<file path="config.mk">
export PLATFORM = sky130hd
export DESIGN_NAME = fprm_alu
export DESIGN_NICKNAME = d
export VERILOG_FILES = /design/src/rtl/fprm_pkg.sv /design/src/rtl/fprm_alu.sv
export SDC_FILE = /design/constraint.sdc
export NUM_CORES = 1
export LEC_CHECK = 0
export BUFFER_PORTS_ARGS = -buffer_cell sky130_fd_sc_hd__buf_4
export CORE_MARGIN = 2
export CORE_UTILIZATION = 40
export DETAILED_ROUTE_END_ITERATION = 8
export PLACE_DENSITY = 0.76
export SLEW_MARGIN = 20
export SYNTH_ARGS = -nofsm -noshare
export SYNTH_HDL_FRONTEND = slang
export SYNTH_SLANG_ARGS = --single-unit
</file>
<file path="constraint.sdc">
create_clock -name vclk -period 4.22
set_input_delay 0.211 -clock vclk [all_inputs]
set_output_delay 0.211 -clock vclk [all_outputs]
set_load 0.03 [all_outputs]
</file>
<file path="src/rtl/fprm_pkg.sv">
// ----------------------------------------------------------------------------
// fprm_pkg
// Shared types and constants for the frame pacer / rate meter.
// ----------------------------------------------------------------------------
package fprm_pkg;

  localparam int HIST_DEPTH = 300;
  localparam int SLOT_W     = $clog2(HIST_DEPTH);
  localparam int FILL_W     = $clog2(HIST_DEPTH + 1);

  localparam int TS_W       = 63;
  localparam int TIME_W     = 64;
  localparam int RATE_W     = 10;
  localparam int PERIOD_W   = 30;
  localparam int CFG_ADDR_W = 2;
  localparam int CFG_DATA_W = 30;

  localparam logic [TIME_W-1:0]   ONE_SECOND_NS = 64'd1_000_000_000;
  localparam logic [TIME_W-1:0]   SIGN_BIT      = {1'b1, {(TIME_W-1){1'b0}}};
  localparam logic [RATE_W-1:0]   RATE_RST      = 10'd60;
  localparam logic [PERIOD_W-1:0] PERIOD_RST    = 30'd16_666_666;

  // configuration register indexes
  localparam logic [CFG_ADDR_W-1:0] REG_TARGET_RATE  = 2'd0;
  localparam logic [CFG_ADDR_W-1:0] REG_FRAME_PERIOD = 2'd1;

  // request codes
  localparam logic REQ_START = 1'b0;
  localparam logic REQ_FRAME = 1'b1;

  typedef enum logic [1:0] {
    OP_ADD = 2'd0,
    OP_SUB = 2'd1,
    OP_LTS = 2'd2
  } alu_op_t;

  typedef struct packed {
    logic [TIME_W-1:0] sum;
    logic              lt;
  } alu_res_t;

  typedef struct packed {
    logic              we;
    logic [SLOT_W-1:0] waddr;
    logic [TIME_W-1:0] wdata;
    logic              re;
    logic [SLOT_W-1:0] raddr;
  } ring_req_t;

endpackage

</file>
<file path="src/rtl/fprm_alu.sv">
// ----------------------------------------------------------------------------
// fprm_alu
// Shared 64-bit add / subtract / signed less-than unit.
// ----------------------------------------------------------------------------
module fprm_alu
  import fprm_pkg::*;
(
  input  alu_op_t           op,
  input  logic [TIME_W-1:0] a,
  input  logic [TIME_W-1:0] b,
  output alu_res_t          res
);

  logic [TIME_W-1:0] a_eff;
  logic [TIME_W-1:0] b_eff;
  logic              cin;
  logic [TIME_W:0]   total;

  always_comb begin
    unique case (op)
      OP_ADD: begin
        a_eff = a;
        b_eff = b;
        cin   = 1'b0;
      end
      OP_SUB: begin
        a_eff = a;
        b_eff = ~b;
        cin   = 1'b1;
      end
      OP_LTS: begin
        // signed compare as unsigned compare with flipped sign bits
        a_eff = a ^ SIGN_BIT;
        b_eff = ~(b ^ SIGN_BIT);
        cin   = 1'b1;
      end
      default: begin
        a_eff = a;
        b_eff = b;
        cin   = 1'b0;
      end
    endcase
  end

  assign total   = {1'b0, a_eff} + {1'b0, b_eff} + {{TIME_W{1'b0}}, cin};
  assign res.sum = total[TIME_W-1:0];
  assign res.lt  = ~total[TIME_W];

endmodule

</file>
==> results.toml <==
[power_and_ir_drop]
power.leakage_nw = 3.17
cellPowerDensity_nw_per_um2 = 316
worst_ir_drop_vdd_mv = 0.209

[placement]
routabilityCongestion = 0.941
io_buffers = 195
dp_slack_ns = 0.0589
dp_hpwl_um = 13200

[worst_setup_path]
cp_data_required_time_ns = 4.01
worst_path_largest_cell_delay_ns = 0.39
setup.worst_path.start = "op[0]"
family_with_the_most_delay_on_the_worst_path = "compound AO/OA/AOI/OAI gates"
critPathBufInv = 5
path_class = "in2out"
cp.arrival_ns = 3.82
endpoint_kind = "output pin"
path_cells = "buf_4 -> inv_1 -> ha_2 -> o21bai_4 -> buf_6 -> o21ai_0 -> ha_1 -> buf_4 -> a21oi_1 -> o21ai_0 -> o2111a_1 -> o2111ai_2 -> nand4_4 -> a31o_2 -> a2111o_1 -> and3_1 -> buf_4"
critical_path.startpoint_type = "input pin"
path_common_cell = "sky130_fd_sc_hd__buf_4"
timing.critical_path.slowest_stage_cell = "sky130_fd_sc_hd__a2111o_1"
critical_path.max_fanout = 28

[drt]
postRouteWirelength_um = 15700
num_vias = 5752
post_drt_via_cell_ratio = 5.61
route.detailed.drc = 0
ant_nets = 0
avgRoutedWirePerCell_um = 15.4
first_iter_violations = 444
drt_pass1_iterations = 5

[logic_synthesis]
main_combinational_cell_family_by_area_after_synthesis = "compound AO/OA/AOI/OAI gates"
yosys_warnings = 0
cell_count_after_synthesis = 697
synthMostInstantiatedCell = "sky130_fd_sc_hd__nand2_1"
synth.top_cells.by_count = "sky130_fd_sc_hd__nand2_1 (121), sky130_fd_sc_hd__o21ai_0 (89), sky130_fd_sc_hd__a21oi_1 (79)"
post_synthesis_share_of_cell_area_spent_on_and_or_nand_and_nor_gates_pct = 23.2
synth_top_cells_by_area = "sky130_fd_sc_hd__ha_1 (18%), sky130_fd_sc_hd__nand2_1 (10%), sky130_fd_sc_hd__o21ai_0 (10%)"
synth_top_cell_area_share_pct = 18.5
yosysSeqAreaShare_pct = 0
synth_compound_gate_area_share_pct = 40.8
synth_area_in_xor_xnor_pct = 12.0
synth.mux.area_fraction_pct = 0
netlist-cell-type-count = 64
synthDominantAreaCellType = "sky130_fd_sc_hd__ha_1"
synth_nets = 894
post_synth_fa_ha_maj_area_fraction_pct = 18.9
syn_avg_cell_area_sq_um = 6.41
syn_area_sq_um = 4470

[sta]
timing.final.ws_setup_ns = 0.192
final_report_max_slew_violation_count = 0
max_freq_ghz = 0.248
timing_hold_violations_final = 0
fin_tns_setup_ns = 0
min_clock_period_post_route_ns = 4.03
worst_rel_slew_slack_pct = 64.9
setup_violations = 0
final.period_utilization_pct = 95.5
worstMarginPinSlew_ns = 0.523

[floorplan]
num_io_pins = 195
total_number_of_placement_rows = 38
fp.coreArea_sq_um = 10900
initial_utilization_pct = 41.1
die_h_um = 110
dieArea_sq_um = 12000
fp.dieW_um = 110

[finish]
diodes = 0
flow.area_growth_from_synthesis_pct = 40.7
fillers = 1091
fraction_of_layout_instances_using_a_drive_strength_above_1_pct = 28.8
layout.area.seq_sq_um = 0
nets = 1084
number_of_sequential_cells = 0
nClkBuffers = 0

[hold_path]
min_path_type = "in2out"
hp-start = "a[0]"

[run]
maxcap_violations = 0

[outcome]
outcome = "completed"

[grt]
global_route.overflow_total = 0
grt_pass1_wl_um = 24200
antenna_found_initial = 0
vias_in_the_first_global_route = 5161
maximum_number_of_pins_on_one_net_before_global_route_repair = 61
globalRouteTotalUtil_pct = 24.3
-- worst paths after layout --
check	to	slack, ns	depth (start not counted)
setup / recovery	res[58]	0.19	17
hold / removal	res[1]	0.74	3
-- metal layers --
layer	part of all wire (%)	track usage, %	routed length, um	vias to the layer above
li1	-	-	-	2936
met1	44	32.8	6990	2581
met2	48	44.0	7530	221
met3	6.9	1.36	1090	14
met4	0.82	1.81	129	0
met5	0	0	0	-
-- cell usage in the layout (no fill, tap or decap), types with 5 or more instances in the layout --
cell type / netlist / layout
sky130_fd_sc_hd__xnor2_1: 33 / 33
sky130_fd_sc_hd__nor2_1: 25 / 24
sky130_fd_sc_hd__o21a_1: 5 / 5
sky130_fd_sc_hd__nand3_1: 13 / 13
sky130_fd_sc_hd__o21bai_1: 13 / 12
sky130_fd_sc_hd__ha_1: 66 / 65
sky130_fd_sc_hd__inv_1: 22 / 22
sky130_fd_sc_hd__a21o_1: 37 / 37
sky130_fd_sc_hd__o21ai_0: 89 / 88
sky130_fd_sc_hd__nand4_1: 18 / 18
sky130_fd_sc_hd__a21oi_1: 79 / 79
sky130_fd_sc_hd__xor2_1: 28 / 28
sky130_fd_sc_hd__a31oi_1: 8 / 8
sky130_fd_sc_hd__and2_1: 5 / 5
sky130_fd_sc_hd__nor3_1: 7 / 7
sky130_fd_sc_hd__o21ai_1: 13 / 12
sky130_fd_sc_hd__buf_4: 0 / 219
sky130_fd_sc_hd__nand2_1: 121 / 120
sky130_fd_sc_hd__nor2b_1: 8 / 8
sky130_fd_sc_hd__and3_1: 7 / 7
-- cell type report --
class,count,area (sq um),share of cell area [%]
well taps,140,175,2.78
repair buffers,222,1690,26.8
inverters,22,82.6,1.31
multi-input cells,641,4350,69.1
-- through the flow --
step | power [mW] | std cells | hold WS [ns] | utilization (%) | cell area, sq um
after floorplan | 1.27 | 697 | 0.594 | - | 4470
after global placement | 1.93 | 1024 | 0.743 | 56.8 | 6190
after detailed placement | 1.94 | 1024 | 0.744 | 56.8 | 6190
after CTS | 1.95 | 1024 | 0.744 | 56.8 | 6190
after global routing | 2.13 | 1025 | 0.748 | 57.8 | 6290
final | 1.99 | 1025 | 0.742 | 57.8 | 6290
-- what timing repair did --
| item | in CTS | in global routing |
|---|---|---|
| hold endpoints to repair | 0 | 0 |
| setup endpoints to repair | 0 | 17 |
| hold buffers | 0 | 0 |
| gates resized for setup | 0 | 18 |
| setup buffers | 0 | 1 |
-- where the power goes --
part	switching, mW	internal [mW]
Clock	0	0
Combinational	1.20	0.790
Sequential	0	0
Total	1.20	0.790
-- kinds of logic after synthesis --
kind of cell / after synthesis
AO/OA/AOI/OAI: 290
AND/OR/NAND/NOR: 223
adder cells (fa/ha/maj): 67
XOR/XNOR: 61
buffers and inverters: 56
Note: power is estimated with default switching activity, not from simulation.
